--- src/design/tpbt_pkg.sv ---
// Shared types, widths, codes and reset values for the thread priority boost table.
package tpbt_pkg;

  localparam int IDX_W      = 6;
  localparam int PRIO_W     = 16;
  localparam int TIME_W     = 48;
  localparam int OP_W       = 3;
  localparam int CFG_DATA_W = 64;
  localparam int CFG_ADDR_W = 6;
  localparam int REG_SEL_LSB = 3;

  localparam int DEF_THREAD_COUNT = 64;
  localparam int DEF_TIME_BITS    = 48;

  localparam logic signed [PRIO_W-1:0] RST_BEST     = 16'sd0;
  localparam logic signed [PRIO_W-1:0] RST_WORST    = 16'sd255;
  localparam logic signed [PRIO_W-1:0] RST_BASE     = 16'sd128;
  localparam logic signed [PRIO_W-1:0] RST_BOOST    = 16'sd0;
  localparam logic [TIME_W-1:0]        RST_QUANTUM  = 48'd1000000;

  typedef enum logic [OP_W-1:0] {
    OP_INIT      = 3'd0,
    OP_CLEAR     = 3'd1,
    OP_SEND      = 3'd2,
    OP_RECV_MISS = 3'd3,
    OP_RECV_HIT  = 3'd4,
    OP_QUERY     = 3'd5,
    OP_EXECUTE   = 3'd6,
    OP_COPY      = 3'd7
  } op_t;

  typedef enum logic [2:0] {
    REG_BEST     = 3'd0,
    REG_WORST    = 3'd1,
    REG_BASE     = 3'd2,
    REG_BOOST_RF = 3'd3,
    REG_BOOST_RL = 3'd4,
    REG_BOOST_SL = 3'd5,
    REG_QUANTUM  = 3'd6
  } reg_idx_t;

  typedef struct packed {
    logic signed [PRIO_W-1:0] best;
    logic signed [PRIO_W-1:0] worst;
    logic signed [PRIO_W-1:0] base;
    logic signed [PRIO_W-1:0] boost_rf;
    logic signed [PRIO_W-1:0] boost_rl;
    logic signed [PRIO_W-1:0] boost_sl;
    logic [TIME_W-1:0]        quantum;
  } cfg_regs_t;

  typedef enum logic [1:0] {
    ST_IDLE   = 2'd0,
    ST_EVAL   = 2'd1,
    ST_FINISH = 2'd2
  } state_t;

  typedef struct packed {
    logic capture;
    logic eval;
    logic finish;
  } dp_cmd_t;

endpackage

--- src/design/tpbt_regs.sv ---
// Configuration register file behind the APB-style port.
module tpbt_regs (
  input  logic                             clk,
  input  logic                             rst_n,
  input  logic                             psel,
  input  logic                             penable,
  input  logic                             pwrite,
  input  logic [tpbt_pkg::CFG_ADDR_W-1:0]  paddr,
  input  logic [tpbt_pkg::CFG_DATA_W-1:0]  pwdata,
  output logic [tpbt_pkg::CFG_DATA_W-1:0]  prdata,
  output logic                             pready,
  output tpbt_pkg::cfg_regs_t              cfg
);
  import tpbt_pkg::*;

  cfg_regs_t cfg_r;
  reg_idx_t  sel;
  logic      wr;

  assign sel    = reg_idx_t'(paddr[CFG_ADDR_W-1:REG_SEL_LSB]);
  assign wr     = psel && penable && pwrite;
  assign pready = 1'b1;
  assign cfg    = cfg_r;

  always_ff @(posedge clk) begin
    if (!rst_n) begin
      cfg_r.best     <= RST_BEST;
      cfg_r.worst    <= RST_WORST;
      cfg_r.base     <= RST_BASE;
      cfg_r.boost_rf <= RST_BOOST;
      cfg_r.boost_rl <= RST_BOOST;
      cfg_r.boost_sl <= RST_BOOST;
      cfg_r.quantum  <= RST_QUANTUM;
    end else if (wr) begin
      case (sel)
        REG_BEST:     cfg_r.best     <= signed'(pwdata[PRIO_W-1:0]);
        REG_WORST:    cfg_r.worst    <= signed'(pwdata[PRIO_W-1:0]);
        REG_BASE:     cfg_r.base     <= signed'(pwdata[PRIO_W-1:0]);
        REG_BOOST_RF: cfg_r.boost_rf <= signed'(pwdata[PRIO_W-1:0]);
        REG_BOOST_RL: cfg_r.boost_rl <= signed'(pwdata[PRIO_W-1:0]);
        REG_BOOST_SL: cfg_r.boost_sl <= signed'(pwdata[PRIO_W-1:0]);
        REG_QUANTUM:  cfg_r.quantum  <= pwdata[TIME_W-1:0];
        default: ;
      endcase
    end
  end

  // Signed registers read back sign-extended.
  always_comb begin
    case (sel)
      REG_BEST:     prdata = CFG_DATA_W'(cfg_r.best);
      REG_WORST:    prdata = CFG_DATA_W'(cfg_r.worst);
      REG_BASE:     prdata = CFG_DATA_W'(cfg_r.base);
      REG_BOOST_RF: prdata = CFG_DATA_W'(cfg_r.boost_rf);
      REG_BOOST_RL: prdata = CFG_DATA_W'(cfg_r.boost_rl);
      REG_BOOST_SL: prdata = CFG_DATA_W'(cfg_r.boost_sl);
      REG_QUANTUM:  prdata = CFG_DATA_W'(cfg_r.quantum);
      default:      prdata = '0;
    endcase
  end

endmodule

--- config.mk ---
export PLATFORM = sky130hd
export DESIGN_NAME = tpbt_regs
export DESIGN_NICKNAME = d
export VERILOG_FILES = /design/src/design/tpbt_pkg.sv /design/src/design/tpbt_regs.sv
export SDC_FILE = /design/constraint.sdc
export NUM_CORES = 1
export LEC_CHECK = 0
export ABC_AREA = 0
export BUFFER_PORTS_ARGS = -buffer_cell sky130_fd_sc_hd__buf_2
export CAP_MARGIN = 20
export CORE_MARGIN = 3
export CORE_UTILIZATION = 35
export CTS_CLUSTER_SIZE = 28
export DETAILED_ROUTE_END_ITERATION = 10
export SLEW_MARGIN = 20
export SYNTH_ARGS = -nofsm -noshare
export SYNTH_HDL_FRONTEND = slang
export SYNTH_SLANG_ARGS = --single-unit
--- constraint.sdc ---
create_clock -name clk -period 5.8 [get_ports clk]
set_clock_uncertainty 0.1 [all_clocks]
set_input_delay 0.29 -clock clk [delete_from_list [all_inputs] [get_ports clk]]
set_output_delay 0.29 -clock clk [all_outputs]
set_load 0.005 [all_outputs]
==> flow_metrics.env, run 1 <==
export IMPL_status="complete, no violations"
export IMPL_cp_start_kind="input port"
export IMPL_root_buffer="clkbuf_16"
export IMPL_final_cells=1223
export IMPL_final_area_mm2=0.00899
export IMPL_cts_sinks=144
export IMPL_slowest_delay_ns=0.61
export IMPL_period_minus_slack_ns=3.15
export IMPL_antenna_left=0
export IMPL_yosys_area_top_type="dfxtp_1"
export IMPL_grt_pass1_vias=6011
export IMPL_yosys_area_share_adder_pct=0
export IMPL_required_ns=5.41
export IMPL_fin_crit_sh_pct=54.3
export IMPL_h_tree_depth=4
export IMPL_cts_tree="built"
export IMPL_p_seq_share_pct=43.9
export IMPL_grt_ovfl_total=0
export IMPL_die_h_um=148
export IMPL_intPower_mw=1.71
export IMPL_synth_ff_type="dfxtp_1"
export IMPL_critPathSlowestCell="o21ai_1"
export IMPL_slew_viol_final=0
export IMPL_path_clk_slew_ns=0.06
export IMPL_cp_data_arrival_time_ns=2.76
export IMPL_antenna_found_initial=2
export IMPL_path_buf_inv=4
export IMPL_cts_buffer_depth=2
export IMPL_seq_area_frac_synth_pct=40.7
export IMPL_wl_per_cell_um=18.8
export IMPL_maxCapViolCount=0
export IMPL_max_freq_mhz=317
export IMPL_synthMuxAreaShare_pct=26.0
export IMPL_hold_path_class="in2reg"
export IMPL_critical_path_top_delay_family="buffers and inverters"
export IMPL_worstPathCellList="buf_2, buf_4, nor2b_1, a2bb2oi_2, buf_4, o21ai_1, buf_2"
export IMPL_core_region_area_mm2=0.0197
export IMPL_drc=0
export IMPL_path_class="in2out"
export IMPL_tns_ns=0
export IMPL_dpl_hpwl_um=15400
export IMPL_largest_reg_flops=144
export IMPL_synth_cell_types=31
export IMPL_synth_xor_area_share_pct=0
export IMPL_vias_per_cell=5.13
export IMPL_slew_headroom_pct=31.8
export IMPL_ys_seq_elements=144
export IMPL_place_port_buffers=263
export IMPL_initial_utilization_pct=36.0
export IMPL_io_pins=284
export IMPL_grt_pass1_wl_um=35000
export IMPL_cts_made_buffers=17
export IMPL_syn_inst=739
export IMPL_vias=6280
export IMPL_firstDrtPassIters=4
export IMPL_comb_power_share_pct=7.4
export IMPL_final_nets=1021
export IMPL_yosys_warnings=0
export IMPL_dp_slack_ns=2.22
export IMPL_synth_top_area_share_pct=40.7
export IMPL_fillers=1971
export IMPL_postCtsSetupRepairBufs=0
export IMPL_synth_top_family_by_area="multiplexers"
export IMPL_drtIter0Drc=343
export IMPL_async_flop_share_pct=0
export IMPL_antenna_cells=0
export IMPL_syn_cell_area_mm2=0.00708
export IMPL_finalSetupViolCount=0
export IMPL_finalHoldViolCount=0
export IMPL_gp_congestion=0.742
export IMPL_die_area_mm2=0.0220
export IMPL_clkPwrFrac_pct=48.7
export IMPL_cp_max_fo=64
export IMPL_area_delta_synth_final_pct=27.0
export IMPL_rows=51
export IMPL_worst_slew_pin_slew_ns=1.02
export IMPL_place_area_mm2=0.00836
export IMPL_p_leak_nw=4.06
export IMPL_syn_nets=814
export IMPL_synth_compound_area_share_pct=9.40
export IMPL_drive_above_1_share_pct=35.1
export IMPL_p_sw_share_pct=25.1
export IMPL_max_vdd_ir_drop_uv=192
export IMPL_fp_dieW_um=148
export IMPL_netlist_top_cells_count="nand2_1 (174), mux2i_1 (147), dfxtp_1 (144)"
export IMPL_synth_area_leaders="dfxtp_1 (41%), mux2i_1 (21%), nand2_1 (9.2%)"
export IMPL_power_switching_mw=0.574
export IMPL_insertion_delay_ns=0.42
export IMPL_power_density_mw_per_mm2=254
export IMPL_grt_use_total_pct=20.2
export IMPL_cp_end_kind="primary output"
export IMPL_layout_setup_ws_ns=2.65
export IMPL_p_total_mw=2.29
export IMPL_rsz0062_at_grt="false"
export IMPL_syn_avg_cell_area_um2=9.58
export IMPL_yosysMostFrequentCell="nand2_1"
export IMPL_grt_max_degree=104
export IMPL_synth_edf_count=0
export IMPL_dpl_cell_count=1189
export IMPL_yosys_area_share_simple_pct=16.7
export IMPL_wirelength_um=22900
power groups by stage:
stage               Combinational, mW  Clock, mW  Sequential [mW]
floorplan                       0.105          0             1.02
global placement                0.169          0             1.03
detailed placement              0.170          0             1.03
CTS                             0.171       1.14             1.00
global route                    0.186       1.17             1.00
finish                          0.169       1.11             1.00
worst paths after layout:
path	from	endpoint	slack, ns	depth (start not counted)
max	paddr[3]	prdata[59]	2.65	7
min	pwdata[36]	cfg[36]	0.02	3
max reg2reg	cfg[115]	cfg[115]	4.96	2
min reg2reg	cfg[98]	cfg[98]	0.37	2
cell usage in the layout (no fill, tap or decap), types with 2 or more instances in the layout:
cell / netlist / final
buf_2: 24 / 260
nand2_1: 174 / 174
mux2i_1: 147 / 147
dfxtp_1: 144 / 144
o211ai_1: 44 / 44
nand4b_1: 34 / 34
o21ai_0: 18 / 17
clkbuf_16: 0 / 17
inv_1: 13 / 13
mux4_2: 11 / 11
o2bb2ai_1: 11 / 11
mux2_2: 11 / 11
buf_4: 23 / 10
and3b_1: 9 / 9
nor2_4: 5 / 6
nor2b_1: 5 / 4
a2bb2oi_1: 5 / 4
a22oi_1: 4 / 4
o311ai_0: 4 / 4
inv_6: 0 / 4
or2_1: 3 / 3
o311ai_1: 3 / 3
clkinvlp_4: 0 / 3
o21ai_1: 1 / 2
bufinv_16: 0 / 2
clkinv_4: 0 / 2
dlygate4sd3_1: 0 / 2
tightest hold or removal path: stages:
cell and delay, ns:
buf_2 0.10, nand2_1 0.04, mux2i_1 0.05
area by class of cell:
cell class	count	area [um2]	area share, %
sequential	144	2880	32.1
clock inverter	13	151	1.68
timing repair buffer	274	1430	15.9
tap	265	332	3.69
clock buffer	18	439	4.89
inverter	13	48.8	0.543
multi-input combinational	496	3710	41.3
metal layers:
layer / routed length, um / GRT usage [%]
met5: 27 / 0
met4: 236 / 5.13
met3: 1810 / 6.25
met2: 10900 / 34.9
met1: 9910 / 24.5
what timing repair did:
action                                 CTS  global route
gates resized for setup                  0             0
hold buffers                             2             0
endpoints found under the hold margin    2             0
logic make-up (layout without fill, tap and decap cells):
family	after synthesis	in the layout
and+or+nand+nor	235	235
other	1	1
DFF	144	144
muxes	169	169
AOI/OAI and AO/OA	91	91
buffers and inverters	99	318
stage by stage:
step	util (%)	hold WS (ns)
after floorplan	-	0.332
after global placement	42.5	0.353
after detailed placement	42.5	0.357
after CTS	45.6	0.000604
after global routing	45.7	0.0130
final	45.7	0.0182
(Power assumes the default switching activity.)
==> run 2, diff against run 1 <==
Clock period 5.8 ns to 2.6 ns, I/O delays scaled along.
==> flow_metrics.env, run 2 (synthesis gave the netlist of run 1 again) <==
export IMPL_hold_depth=3
export IMPL_place_port_buffers=263
export IMPL_grt_use_total_pct=20.7
export IMPL_r2r_start="cfg[114]"
export IMPL_area_delta_synth_final_pct=36.4
export IMPL_min_delay_worst_endpoint="cfg[8]"
export IMPL_wirelength_um=23200
export IMPL_cts_buffer_depth=2
export IMPL_maxCapViolCount=0
export IMPL_cp_end_kind="primary output"
export IMPL_finalHoldViolCount=0
export IMPL_period_minus_slack_ns=2.09
export IMPL_drc=0
export IMPL_io_pins=284
export IMPL_fin_crit_sh_pct=80.2
export IMPL_grt_pass1_vias=6185
export IMPL_antenna_left=0
export IMPL_final_nets=1081
export IMPL_most_common_layout_cells="buf_2 (260), nand2_1 (174), mux2i_1 (147)"
export IMPL_mostFrequentLayoutCell="buf_2"
export IMPL_die_area_mm2=0.0220
export IMPL_root_buffer="clkbuf_16"
export IMPL_place_area_mm2=0.00857
export IMPL_cts_tree="built"
export IMPL_drive_above_1_share_pct=34.7
export IMPL_max_vdd_ir_drop_uv=461
export IMPL_drtIter0Drc=204
export IMPL_vias_per_cell=5.04
export IMPL_rows=51
export IMPL_p_sw_share_pct=22.9
export IMPL_power_density_mw_per_mm2=561
export IMPL_insertion_delay_ns=0.42
export IMPL_reg2reg_setup_slack_ns=1.82
export IMPL_cp_start_kind="register"
export IMPL_p_seq_share_pct=41.3
export IMPL_grt_pass1_wl_um=35900
export IMPL_h_tree_depth=4
export IMPL_postCtsSetupRepairBufs=0
export IMPL_antenna_found_initial=0
export IMPL_finalSetupViolCount=0
export IMPL_max_freq_mhz=479
export IMPL_wl_per_cell_um=18.0
export IMPL_path_clk_slew_ns=0.06
export IMPL_hold_path_class="in2reg"
export IMPL_antenna_cells=0
export IMPL_path_class="reg2out"
export IMPL_largest_reg_flops=144
export IMPL_grt_ovfl_total=0
export IMPL_regToRegEndpoint="cfg[114]"
export IMPL_slew_viol_final=0
export IMPL_fillers=1934
export IMPL_required_ns=2.37
export IMPL_intPower_mw=4.18
export IMPL_layout_setup_ws_ns=0.514
export IMPL_dpl_hpwl_um=16300
export IMPL_die_h_um=148
export IMPL_comb_power_share_pct=8.2
export IMPL_vias=6466
export IMPL_cts_made_buffers=17
export IMPL_clkPwrFrac_pct=50.5
export IMPL_final_area_mm2=0.00966
export IMPL_reg2reg_depth=2
export IMPL_cp_data_arrival_time_ns=1.86
export IMPL_min_delay_start="pwdata[8]"
export IMPL_gp_congestion=0.758
export IMPL_tns_ns=0
export IMPL_fp_dieW_um=148
export IMPL_status="complete, no violations"
export IMPL_grt_max_degree=68
export IMPL_cts_sinks=144
export IMPL_initial_utilization_pct=36.0
export IMPL_rsz0062_at_grt="false"
export IMPL_p_leak_nw=4.38
export IMPL_core_region_area_mm2=0.0197
export IMPL_slew_headroom_pct=49.9
export IMPL_cp_max_fo=34
export IMPL_dp_slack_ns=0.543
export IMPL_power_switching_mw=1.24
export IMPL_firstDrtPassIters=4
export IMPL_worst_slew_pin_slew_ns=0.750
## run 2: changes by cell type in the layout (fill, tap and decap cells not counted), sizes merged
cell,delta
clkbuf,+2
clkinvlp,-3
dlygate4sd3,+41
clkinv,+2
inv,-3
buf,+19
bufinv,+3
## run 2: power groups by stage
stage                     sequential (mW)  combinational (mW)  clock, mW
final                                2.24               0.447       2.74
after global routing                 2.24               0.488       2.91
after CTS                            2.24               0.450       2.81
after detailed placement             2.29               0.399          0
after global placement               2.29               0.399          0
after floorplan                      2.29               0.235          0
## run 2: per-stage QoR
stage	instances	power [mW]	util (%)	hold slack, ns
final	1284	5.42	49.2	0.0338
after global routing	1284	5.63	49.2	0.0613
after CTS	1284	5.50	49.2	0.0147
after detailed placement	1209	2.69	43.6	0.291
after floorplan	739	2.52	-	0.172
after global placement	1209	2.69	43.6	0.279
## run 2: worst max path at each step
stage / from / endpoint / slack [ns] / cells past startpoint
after floorplan: paddr[5] / prdata[49] / 0.35 / 6
after global placement: paddr[5] / prdata[63] / 0.53 / 7
after detailed placement: paddr[5] / prdata[56] / 0.54 / 7
after CTS: cfg[111] / prdata[56] / 0.50 / 6
after global routing: cfg[63] / prdata[62] / 0.37 / 6
final: cfg[111] / prdata[48] / 0.51 / 6
## run 2: routing by layer
layer | vias up | global-route usage (%) | wire length, um
met5 | - | 0 | 0
met4 | 0 | 4.76 | 209
met3 | 21 | 6.67 | 1920
met2 | 240 | 35.1 | 11100
met1 | 3062 | 25.9 | 9930
li1 | 3143 | - | -
## run 2: final cells by class
class	instances	area, um2	area share, %
Sequential cell	144	2880	29.8
Inverter	13	48.8	0.505
Clock buffer	20	457	4.73
Clock inverter	12	204	2.11
Tap cell	265	332	3.43
Timing Repair Buffer	334	2030	21.0
Multi-Input combinational cell	496	3710	38.4
## run 2: repair_timing
item                                   4_1_cts  5_1_grt
gates resized for setup                      0        0
hold buffers                                43        0
endpoints found under the hold margin       47        0
## run 2: worst max-delay path: stages (launching register included)
cell and delay [ns]:
dfxtp_1 0.32, mux2i_1 0.18, a2bb2oi_2 0.15, buf_4 0.33, o21ai_0 0.12, buf_4 0.20
buf_2 0.13
