File: src/design/tpbt_pkg.sv
// Shared types, widths, codes and reset values for the thread priority boost table.
package tpbt_pkg;

  localparam int IDX_W      = 6;
  localparam int PRIO_W     = 16;
  localparam int TIME_W     = 48;
  localparam int OP_W       = 3;
  localparam int CFG_DATA_W = 64;
  localparam int CFG_ADDR_W = 6;
  localparam int REG_SEL_LSB = 3;

  localparam int DEF_THREAD_COUNT = 64;
  localparam int DEF_TIME_BITS    = 48;

  localparam logic signed [PRIO_W-1:0] RST_BEST     = 16'sd0;
  localparam logic signed [PRIO_W-1:0] RST_WORST    = 16'sd255;
  localparam logic signed [PRIO_W-1:0] RST_BASE     = 16'sd128;
  localparam logic signed [PRIO_W-1:0] RST_BOOST    = 16'sd0;
  localparam logic [TIME_W-1:0]        RST_QUANTUM  = 48'd1000000;

  typedef enum logic [OP_W-1:0] {
    OP_INIT      = 3'd0,
    OP_CLEAR     = 3'd1,
    OP_SEND      = 3'd2,
    OP_RECV_MISS = 3'd3,
    OP_RECV_HIT  = 3'd4,
    OP_QUERY     = 3'd5,
    OP_EXECUTE   = 3'd6,
    OP_COPY      = 3'd7
  } op_t;

  typedef enum logic [2:0] {
    REG_BEST     = 3'd0,
    REG_WORST    = 3'd1,
    REG_BASE     = 3'd2,
    REG_BOOST_RF = 3'd3,
    REG_BOOST_RL = 3'd4,
    REG_BOOST_SL = 3'd5,
    REG_QUANTUM  = 3'd6
  } reg_idx_t;

  typedef struct packed {
    logic signed [PRIO_W-1:0] best;
    logic signed [PRIO_W-1:0] worst;
    logic signed [PRIO_W-1:0] base;
    logic signed [PRIO_W-1:0] boost_rf;
    logic signed [PRIO_W-1:0] boost_rl;
    logic signed [PRIO_W-1:0] boost_sl;
    logic [TIME_W-1:0]        quantum;
  } cfg_regs_t;

  typedef enum logic [1:0] {
    ST_IDLE   = 2'd0,
    ST_EVAL   = 2'd1,
    ST_FINISH = 2'd2
  } state_t;

  typedef struct packed {
    logic capture;
    logic eval;
    logic finish;
  } dp_cmd_t;

endpackage

File: src/design/tpbt_ctrl.sv
// Controller state machine that sequences one table operation at a time.
module tpbt_ctrl (
  input  logic              clk,
  input  logic              rst_n,
  input  logic              in_valid,
  output logic              in_ready,
  output logic              out_valid,
  input  logic              out_ready,
  output tpbt_pkg::dp_cmd_t cmd
);
  import tpbt_pkg::*;

  state_t state_r, state_nxt;
  logic   out_valid_r, out_valid_nxt;

  always_ff @(posedge clk) begin
    if (!rst_n) begin
      state_r     <= ST_IDLE;
      out_valid_r <= 1'b0;
    end else begin
      state_r     <= state_nxt;
      out_valid_r <= out_valid_nxt;
    end
  end

  always_comb begin
    state_nxt     = state_r;
    out_valid_nxt = out_valid_r && !out_ready;
    cmd           = '0;
    in_ready      = 1'b0;
    case (state_r)
      ST_IDLE: begin
        in_ready = 1'b1;
        if (in_valid) begin
          cmd.capture = 1'b1;
          state_nxt   = ST_EVAL;
        end
      end
      ST_EVAL: begin
        cmd.eval  = 1'b1;
        state_nxt = ST_FINISH;
      end
      ST_FINISH: begin
        // The result register must be free or emptying this cycle.
        if (!out_valid_r || out_ready) begin
          cmd.finish    = 1'b1;
          out_valid_nxt = 1'b1;
          state_nxt     = ST_IDLE;
        end
      end
      default: state_nxt = ST_IDLE;
    endcase
  end

  assign out_valid = out_valid_r;

endmodule

File: config.mk
export PLATFORM = sky130hd
export DESIGN_NAME = tpbt_ctrl
export DESIGN_NICKNAME = d
export VERILOG_FILES = /design/src/design/tpbt_pkg.sv /design/src/design/tpbt_ctrl.sv
export SDC_FILE = /design/constraint.sdc
export NUM_CORES = 1
export LEC_CHECK = 0
export CORE_AREA = 2 2 39 41
export CTS_BUF_LIST = sky130_fd_sc_hd__clkbuf_4 sky130_fd_sc_hd__clkbuf_8 sky130_fd_sc_hd__clkbuf_16
export DETAILED_ROUTE_END_ITERATION = 16
export DIE_AREA = 0 0 41 43
export DONT_BUFFER_PORTS = 1
export HOLD_SLACK_MARGIN = 0.05
export MAX_ROUTING_LAYER = met4
export PLACE_DENSITY = 0.3
export SYNTH_ARGS = -nofsm -noshare
export SYNTH_HDL_FRONTEND = slang
export SYNTH_SLANG_ARGS = --single-unit
File: constraint.sdc
create_clock -name clk -period 0.8 [get_ports clk]
set_clock_uncertainty 0.05 [all_clocks]
set_input_delay 0.08 -clock clk [delete_from_list [all_inputs] [get_ports clk]]
set_output_delay 0.08 -clock clk [all_outputs]
set_load 0.02 [all_outputs]
==> results of run 1 <==
cell usage after synthesis:
cell type	n	area [µm²]
dfxtp_1	3	60.06
and2_1	1	6.260
a21boi_0	1	7.510
nor3b_2	1	12.51
o21a_1	1	7.510
nor2_1	1	3.750
and4bb_1	1	12.51
nand2b_1	2	12.51
nor2b_1	1	6.260
and2b_4	1	10.01
what timing repair did:
item                                    4_1_cts  5_1_grt
pin swaps                                     1        1
resized for setup                             4        0
endpoints found under the setup margin        7        8
hold endpoints to repair                      3        1
state kept, by name, indices dropped and copies added, names as in the netlist:
register,flops
out_valid,1
state_r,2
cell families (layout without fill, tap and decap cells):
kind of cell | count (synthesis) | count (layout) | synth area share (%)
AO/OA/AOI/OAI | 2 | 2 | 10.81
buffers and inverters | 0 | 9 | 0
flip-flops | 3 | 3 | 43.24
AND/OR/NAND/NOR | 8 | 8 | 45.95
metal layers:
metal / wire length (µm) / vias up
met5: 0 / -
li1: - / 65
met2: 101 / 11
met3: 64 / 0
met4: 0 / 0
met1: 159 / 56
per-stage QoR:
step | area [µm²] | setup TNS [ns] | hold WS [ns] | instances | util, %
6_report | 260.3 | -1.132 | 0.01089 | 38 | 18.81
5_1_grt | 260.3 | -1.420 | 0.04127 | 38 | 18.81
4_1_cts | 260.3 | -1.191 | 0.009758 | 38 | 18.81
3_5_place_dp | 206.4 | -0.2232 | 0.1525 | 33 | 14.92
3_3_place_gp | 206.4 | -0.1926 | 0.1488 | 33 | 14.92
2_1_floorplan | 156.4 | -0.1980 | 0.1475 | 13 | -
area by class of cell:
class	instances	area [µm²]
Clock buffer	4	30.03
Fill cell	151	1124
Multi-Input combinational cell	10	92.59
Tap cell	16	20.02
Sequential cell	3	66.31
Timing Repair Buffer	5	51.30
report_power, final:
group	internal [mW]	switching [mW]	total (mW)
sequential	0.157	0.0104	0.167
combinational	0.0466	0.0364	0.0830
clock	0.221	0.0785	0.299
worst max-delay path: cells and delay by family (launching register included):
family / cells / cell delay (ns)
DFF: 1 / 0.34
and+or+nand+nor: 2 / 0.38
how the worst max path moves through the flow:
stage	to
floorplan	state_r[0]
global placement	state_r[1]
detailed placement	state_r[1]
CTS	cmd[0]
global route	cmd[0]
finish	cmd[0]
==> flow_summary.yaml, run 1 <==
clock_tree:
  cts_buffers: 3
  cts_buffer_depth: 2
  cts_tree: "built"
  cts-root-buf: "clkbuf_4"
  clock_sinks: 3
  h-tree-depth: 1
  clk_latency_ns: 0.23
  path_clk_slew_ns: 0.04
  post_cts_buffers: 0
  ctsHoldBuffers: 1
floorplan:
  core_um2: 1384
  dieArea_um2: 1763
  start_util_pct: 10.04
  fp.dieH_um: 43
  die_x_um: 41
  rows: 14
  io_pins: 9
drt:
  dr.first_iter.drc_count: 0
  ant_nets: 0
  drt_first_pass_iters: 1
  vias: 132
  vias_per_cell: 3.474
  wirelength_um: 326
  wire_per_inst_um: 8.579
  drc: 0
timing:
  setup_viol: 8
  rsz0062_at_grt: "true"
  fin_crit_sh_pct: 134.9
  worst_slack_ns: -0.2791
  period_needed_ns: 1.079
  fmaxAchievable_ghz: 0.9267
  slew_viol_final: 0
  timing.slew.headroom_pct: 89.43
  hold_viol_final: 0
  tightest_slew_ns: 0.1584
cells_and_area:
  final_common_cell: "clkbuf_4"
  diodes: 0
  syn_to_final_growth_pct: 87.39
  nNetsFinal: 27
  final_layout_size_suffix_gt1_share_pct: 63.64
  final_cell_mix: "4 x clkbuf_4, 3 x buf_6, 2 x nand2b_1, 2 x dfxtp_2"
worst_setup_path:
  cp_slowest_cell: "dfxtp_2"
  r2r_start: "state_r[0]"
  crit_required_ns: 0.67
  cp_max_fo: 5
  start_kind: "flip-flop"
  worst_path_largest_cell_delay_ns: 0.34
  crit_type: "reg -> out"
  cp_cell_sequence: "nand2b_1 > nor2b_4"
  ff2ff_setup_slack_ns: -0.11
  r2r-end: "state_r[1]"
  worstPathArrival_ns: 0.95
  r2r_cells: 2
  cp-startpoint: "state_r[0]"
  endpoint_kind: "output port"
yosys:
  syn_area_um2: 138.9
  synth_warnings: 0
  syn-mean-instance-area_um2: 10.68
  synth_cell_type_count: 10
  synth_nets: 17
  synth_cells: 13
  synth-seq-area-share_pct: 43.24
  ys_ff_latch: 3
placed_design:
  post-place-ws_ns: -0.1018
  gp_congestion: 0.5074
  io_buffers: 0
  dp_hpwl_um: 237.8
run_status:
  violations: "setup timing"
  outcome: "finished with violations"
worst_hold_path:
  worstHoldStart: "out_ready"
  hp-class: "in -> reg"
  worstHoldPathCells: 2
  min_to: "out_valid"
global_routing:
  grt_pass1_vias: 130
  grt_max_degree: 6
  top_usage_layer: "met3"
  grtUsageTotal_pct: 5.036
  grt_use_met1_pct: 6.090
  met3_usage_pct: 6.806
  grt.met2_usage_pct: 4.375
  grt_antenna_before_repair: 0
  grt-ovfl-total: 0
  grt_pass1_wl_um: 510
pwr:
  finalPower_mw: 0.5495
  p_leak_nw: 0.1106
  p_per_area_nw_per_um2: 2111
  ir_drop_mv: 0.7800
flow_run:
  max_cap_viol_count: 0
Note: power is estimated with default switching activity, not from simulation.
==> inputs of run 2 (changes only) <==
Settings changed: SETUP_SLACK_MARGIN from default to 0.3.
==> run 2 against run 1 <==
The flow finishes with violations (hold timing, setup timing). Final area rose by 1.4%. Global-route usage grew 1.4 points. Critical path depth unchanged. Hold slack got worse by 0.098 ns. Utilization increased by 0.27 points. Register-to-register slack about the same. Sequential power is essentially flat. Largest power group unchanged.
==> flow_summary.yaml, run 2 (synthesis gave the netlist of run 1 again) <==
cells_and_area:
  nNetsFinal: 26
  seq_area_um2: 68.82
  final_cell_mix: "4 x clkbuf_4, 3 x buf_6, 2 x dfxtp_4"
  multi_input_area_um2: 103.9
  largest_register: "state_r"
  final_layout_size_suffix_gt1_share_pct: 76.19
  final_area_um2: 264.0
  final_cell_count_no_fill: 37
  diodes: 0
  postLayoutCoreUtil_pct: 19.08
  largest_reg_flops: 2
  syn_to_final_growth_pct: 90.09
  final_common_cell: "clkbuf_4"
  fillers: 153
clock_tree:
  cts_buffers: 3
  path_clk_slew_ns: 0.04
  cts_buffer_depth: 2
  cts_tree: "built"
  cts-root-buf: "clkbuf_4"
  post_cts_buffers: 0
  h-tree-depth: 1
  clock_sinks: 3
  clk_latency_ns: 0.23
floorplan:
  io_pins: 9
  rows: 14
  dieArea_um2: 1763
  core_um2: 1384
  fp.dieH_um: 43
  start_util_pct: 10.04
  die_x_um: 41
worst_setup_path:
  r2r_start: "state_r[1]"
  worst_path_largest_cell_delay_ns: 0.36
  cp_slowest_cell: "dfxtp_4"
  worstPathArrival_ns: 0.95
  crit_required_ns: 0.67
  cp_max_fo: 5
  r2r_cells: 2
  ff2ff_setup_slack_ns: -0.10
  crit_type: "reg -> out"
  endpoint_kind: "output port"
  cp_cell_sequence: "and2b_4 > buf_6"
  start_kind: "flip-flop"
  r2r-end: "state_r[1]"
timing:
  period_needed_ns: 1.084
  tightest_slew_ns: 0.1637
  slew_viol_final: 0
  setup_viol: 7
  fmaxAchievable_ghz: 0.9229
  worst_slack_ns: -0.2835
  hold_viol_final: 3
  timing.slew.headroom_pct: 89.08
  tns_ns: -1.098
  rsz0062_at_grt: "true"
  fin_crit_sh_pct: 135.4
  whs_ns: -0.08699
global_routing:
  grt-ovfl-total: 0
  grtUsageTotal_pct: 6.475
  grt_antenna_before_repair: 0
  grt_pass1_vias: 146
  grt_max_degree: 6
  grt_pass1_wl_um: 641
run_status:
  violations: "hold timing, setup timing"
  outcome: "finished with violations"
pwr:
  ir_drop_mv: 0.6119
  p_per_area_nw_per_um2: 2063
  p_leak_nw: 0.1100
flow_run:
  max_cap_viol_count: 0
drt:
  drc: 0
  ant_nets: 0
  drt_first_pass_iters: 1
  wire_per_inst_um: 8.892
  dr.first_iter.drc_count: 0
  vias: 124
  vias_per_cell: 3.351
  wirelength_um: 329
worst_hold_path:
  hp-class: "in -> reg"
  min_to: "state_r[1]"
  worstHoldPathCells: 1
  worstHoldStart: "rst_n"
placed_design:
  dp.cells: 33
  dp_hpwl_um: 264.7
  gp_congestion: 0.5178
  io_buffers: 0
  placed_cell_area_um2: 206.4
run 2: changes by cell type in the layout (fill, tap and decap cells not counted), sizes merged:
cell | before | now
dlygate4sd3 | 1 | 0
run 2: power by group:
group | switching (mW) | total (mW) | internal, mW | leakage [nW]
Clock | 0.0746 | 0.295 | 0.220 | 0.0184
Sequential | 0.0113 | 0.167 | 0.155 | 0.0264
Combinational | 0.0354 | 0.0831 | 0.0477 | 0.0652
Total | 0.121 | 0.545 | 0.423 | 0.110
run 2: worst max-delay path: cells and delay by family, from the launching register on:
family                 cells  cell delay [ns]
buffers and inverters      1             0.11
flip-flops                 1             0.36
AND/OR/NAND/NOR            1             0.25
run 2: area by class of cell:
type | count | share of cell area, %
tap | 16 | 7.583
timing repair buffer | 4 | 15.64
sequential | 3 | 26.07
multi-input combinational | 10 | 39.34
clock buffer | 4 | 11.37
run 2: timing repair:
action	4_1_cts	5_1_grt
gates cloned	0	0
endpoints found under the hold margin	3	3
pin swaps	1	4
endpoints found under the setup margin	8	8
gates resized for setup	4	4
run 2: per-stage QoR:
step                      worst slack, ns  hold WS [ns]  total power [mW]
after floorplan                   -0.1011        0.1475            0.2186
after global placement           -0.08613        0.1556            0.2425
after detailed placement         -0.09159        0.1529            0.2425
after CTS                         -0.2911      -0.09869            0.5591
after global routing              -0.3323       -0.1093            0.5973
final                             -0.2835      -0.08699            0.5447
run 2: layer usage:
layer	GRT usage (%)	vias up	wire [µm]
met1	6.731	51	128
li1	-	61	-
met4	6.000	0	0
met2	5.938	12	117
met5	-	-	0
met3	7.330	0	83
run 2: worst max path at each step:
stage | start | endpoint | slack (ns) | cells after the start
finish | state_r[1] | cmd[1] | -0.28 | 2
global route | state_r[1] | cmd[1] | -0.33 | 2
CTS | state_r[0] | cmd[0] | -0.29 | 2
detailed placement | state_r[0] | state_r[1] | -0.09 | 2
global placement | state_r[0] | state_r[1] | -0.09 | 2
floorplan | state_r[1] | state_r[0] | -0.10 | 2
==> inputs of run 3 (changes only) <==
--- a/constraint.sdc
+++ b/constraint.sdc
@@ -3,3 +3,3 @@
 set_input_delay 0.08 -clock clk [delete_from_list [all_inputs] [get_ports clk]]
 set_output_delay 0.08 -clock clk [all_outputs]
-set_load 0.02 [all_outputs]
+set_load 0.1 [all_outputs]
==> run 3 against run 2 <==
The flow still finishes with violations (hold timing, setup timing). Cell count increased by 14%. Non-clock buffer count increased by 5. Critical path depth unchanged. Final area increased by 42%.
==> flow_summary.yaml, run 3 (synthesis gave the netlist of run 1 again) <==
run_status:
  outcome: "finished with violations"
  violations: "hold timing, setup timing"
global_routing:
  grt_pass1_vias: 172
  grtUsageTotal_pct: 6.475
  grt_antenna_before_repair: 0
  grt_max_degree: 6
  grt_pass1_wl_um: 683
  grt-ovfl-total: 0
worst_setup_path:
  ff2ff_setup_slack_ns: -0.17
  start_kind: "flip-flop"
  crit_type: "reg -> out"
  crit_required_ns: 0.67
  endpoint_kind: "output port"
  worstPathArrival_ns: 1.04
  cp_max_fo: 5
flow_run:
  max_cap_viol_count: 0
clock_tree:
  clock_sinks: 3
  cts-root-buf: "clkbuf_4"
  clk_latency_ns: 0.23
  cts_tree: "built"
  h-tree-depth: 1
  path_clk_slew_ns: 0.03
  cts_buffers: 3
  cts_buffer_depth: 2
placed_design:
  io_buffers: 0
  dp.cells: 37
  gp_congestion: 0.6550
  post-place-ws_ns: -0.2039
timing:
  tightest_slew_ns: 0.2083
  fin_crit_sh_pct: 146.1
  tns_ns: -1.829
  setup_viol: 7
  period_needed_ns: 1.169
  timing.slew.headroom_pct: 86.10
  hold_viol_final: 3
  fmaxAchievable_ghz: 0.8557
  worst_slack_ns: -0.3687
  whs_ns: -0.07657
  rsz0062_at_grt: "true"
  slew_viol_final: 0
floorplan:
  rows: 14
  die_x_um: 41
  core_um2: 1384
  dieArea_um2: 1763
  start_util_pct: 10.04
  fp.dieH_um: 43
  io_pins: 9
cells_and_area:
  diodes: 0
  final_cell_mix: "5 x buf_12, 4 x clkbuf_4, 3 x dfxtp_4"
  final_layout_size_suffix_gt1_share_pct: 84.62
  multi_input_area_um2: 115.1
  final_common_cell: "buf_12"
  largest_register: "state_r"
  nNetsFinal: 31
  fillers: 142
  seq_area_um2: 71.32
  largest_reg_flops: 2
  final_cell_count_no_fill: 42
  syn_to_final_growth_pct: 169.4
pwr:
  ir_drop_mv: 1.104
  p_per_area_nw_per_um2: 1857
  p_leak_nw: 0.1621
  finalPower_mw: 0.6948
drt:
  wirelength_um: 353
  vias: 139
  ant_nets: 0
  drt_first_pass_iters: 1
  vias_per_cell: 3.310
  wire_per_inst_um: 8.405
  dr.first_iter.drc_count: 0
  drc: 0
worst_hold_path:
  hp-class: "in -> reg"
-- run 3: cell types whose count changed in the layout (fill, tap and decap cells not counted) --
| cell | before | now |
|---|---|---|
| nand2b_4 | 1 | 2 |
| a21boi_2 | 1 | 0 |
| nor2_1 | 1 | 0 |
| a21boi_1 | 0 | 1 |
| dfxtp_4 | 2 | 3 |
| nor2_4 | 0 | 1 |
| dfxtp_2 | 1 | 0 |
| buf_6 | 3 | 2 |
| buf_4 | 1 | 2 |
| buf_12 | 0 | 5 |
| nand2b_1 | 1 | 0 |
-- run 3: timing repair --
action	4_1_cts	5_1_grt
setup endpoints to repair	8	8
pin swaps	1	3
resized for setup	7	4
buffers inserted	1	0
hold endpoints to repair	3	3
-- run 3: area by class of cell --
| cell class | instances | share of cell area, % |
|---|---|---|
| clock buffer | 4 | 8.027 |
| multi-input combinational | 10 | 30.77 |
| sequential | 3 | 19.06 |
| tap | 16 | 5.351 |
| timing repair buffer | 9 | 36.79 |
-- run 3: power by group --
group	leakage, nW	switching, mW	internal, mW
logic	0.117	0.143	0.0989
clock network	0.0184	0.0688	0.220
registers	0.0267	0.0116	0.153
-- run 3: worst max-delay path, stage by stage, from the launching register on --
cell and delay [ns]:
dfxtp_4 0.36, nor3b_4 0.25, buf_12 0.21
-- run 3: path summary, 6_finish.rpt --
kind	from	to	cells past startpoint
min	rst_n	state_r[1]	1
min reg2reg	state_r[1]	out_valid	2
max reg2reg	out_valid	state_r[1]	3
max	state_r[1]	cmd[2]	2
-- run 3: per-layer routing --
layer	track usage, %	routed length [µm]	up-vias
met5	-	0	-
met4	4.000	0	0
met3	6.806	54	0
met2	6.875	143	9
met1	7.051	155	59
li1	-	-	71
-- run 3: per-stage QoR --
| stage | hold WS, ns | instance area (µm²) | utilization, % |
|---|---|---|---|
| final | -0.07657 | 374.1 | 27.03 |
| after CTS | -0.08375 | 357.8 | 25.86 |
| after global placement | 0.1591 | 290.3 | 20.98 |
| after global routing | -0.09556 | 374.1 | 27.03 |
| after detailed placement | 0.1585 | 290.3 | 20.98 |
| after floorplan | 0.1474 | 160.2 | - |
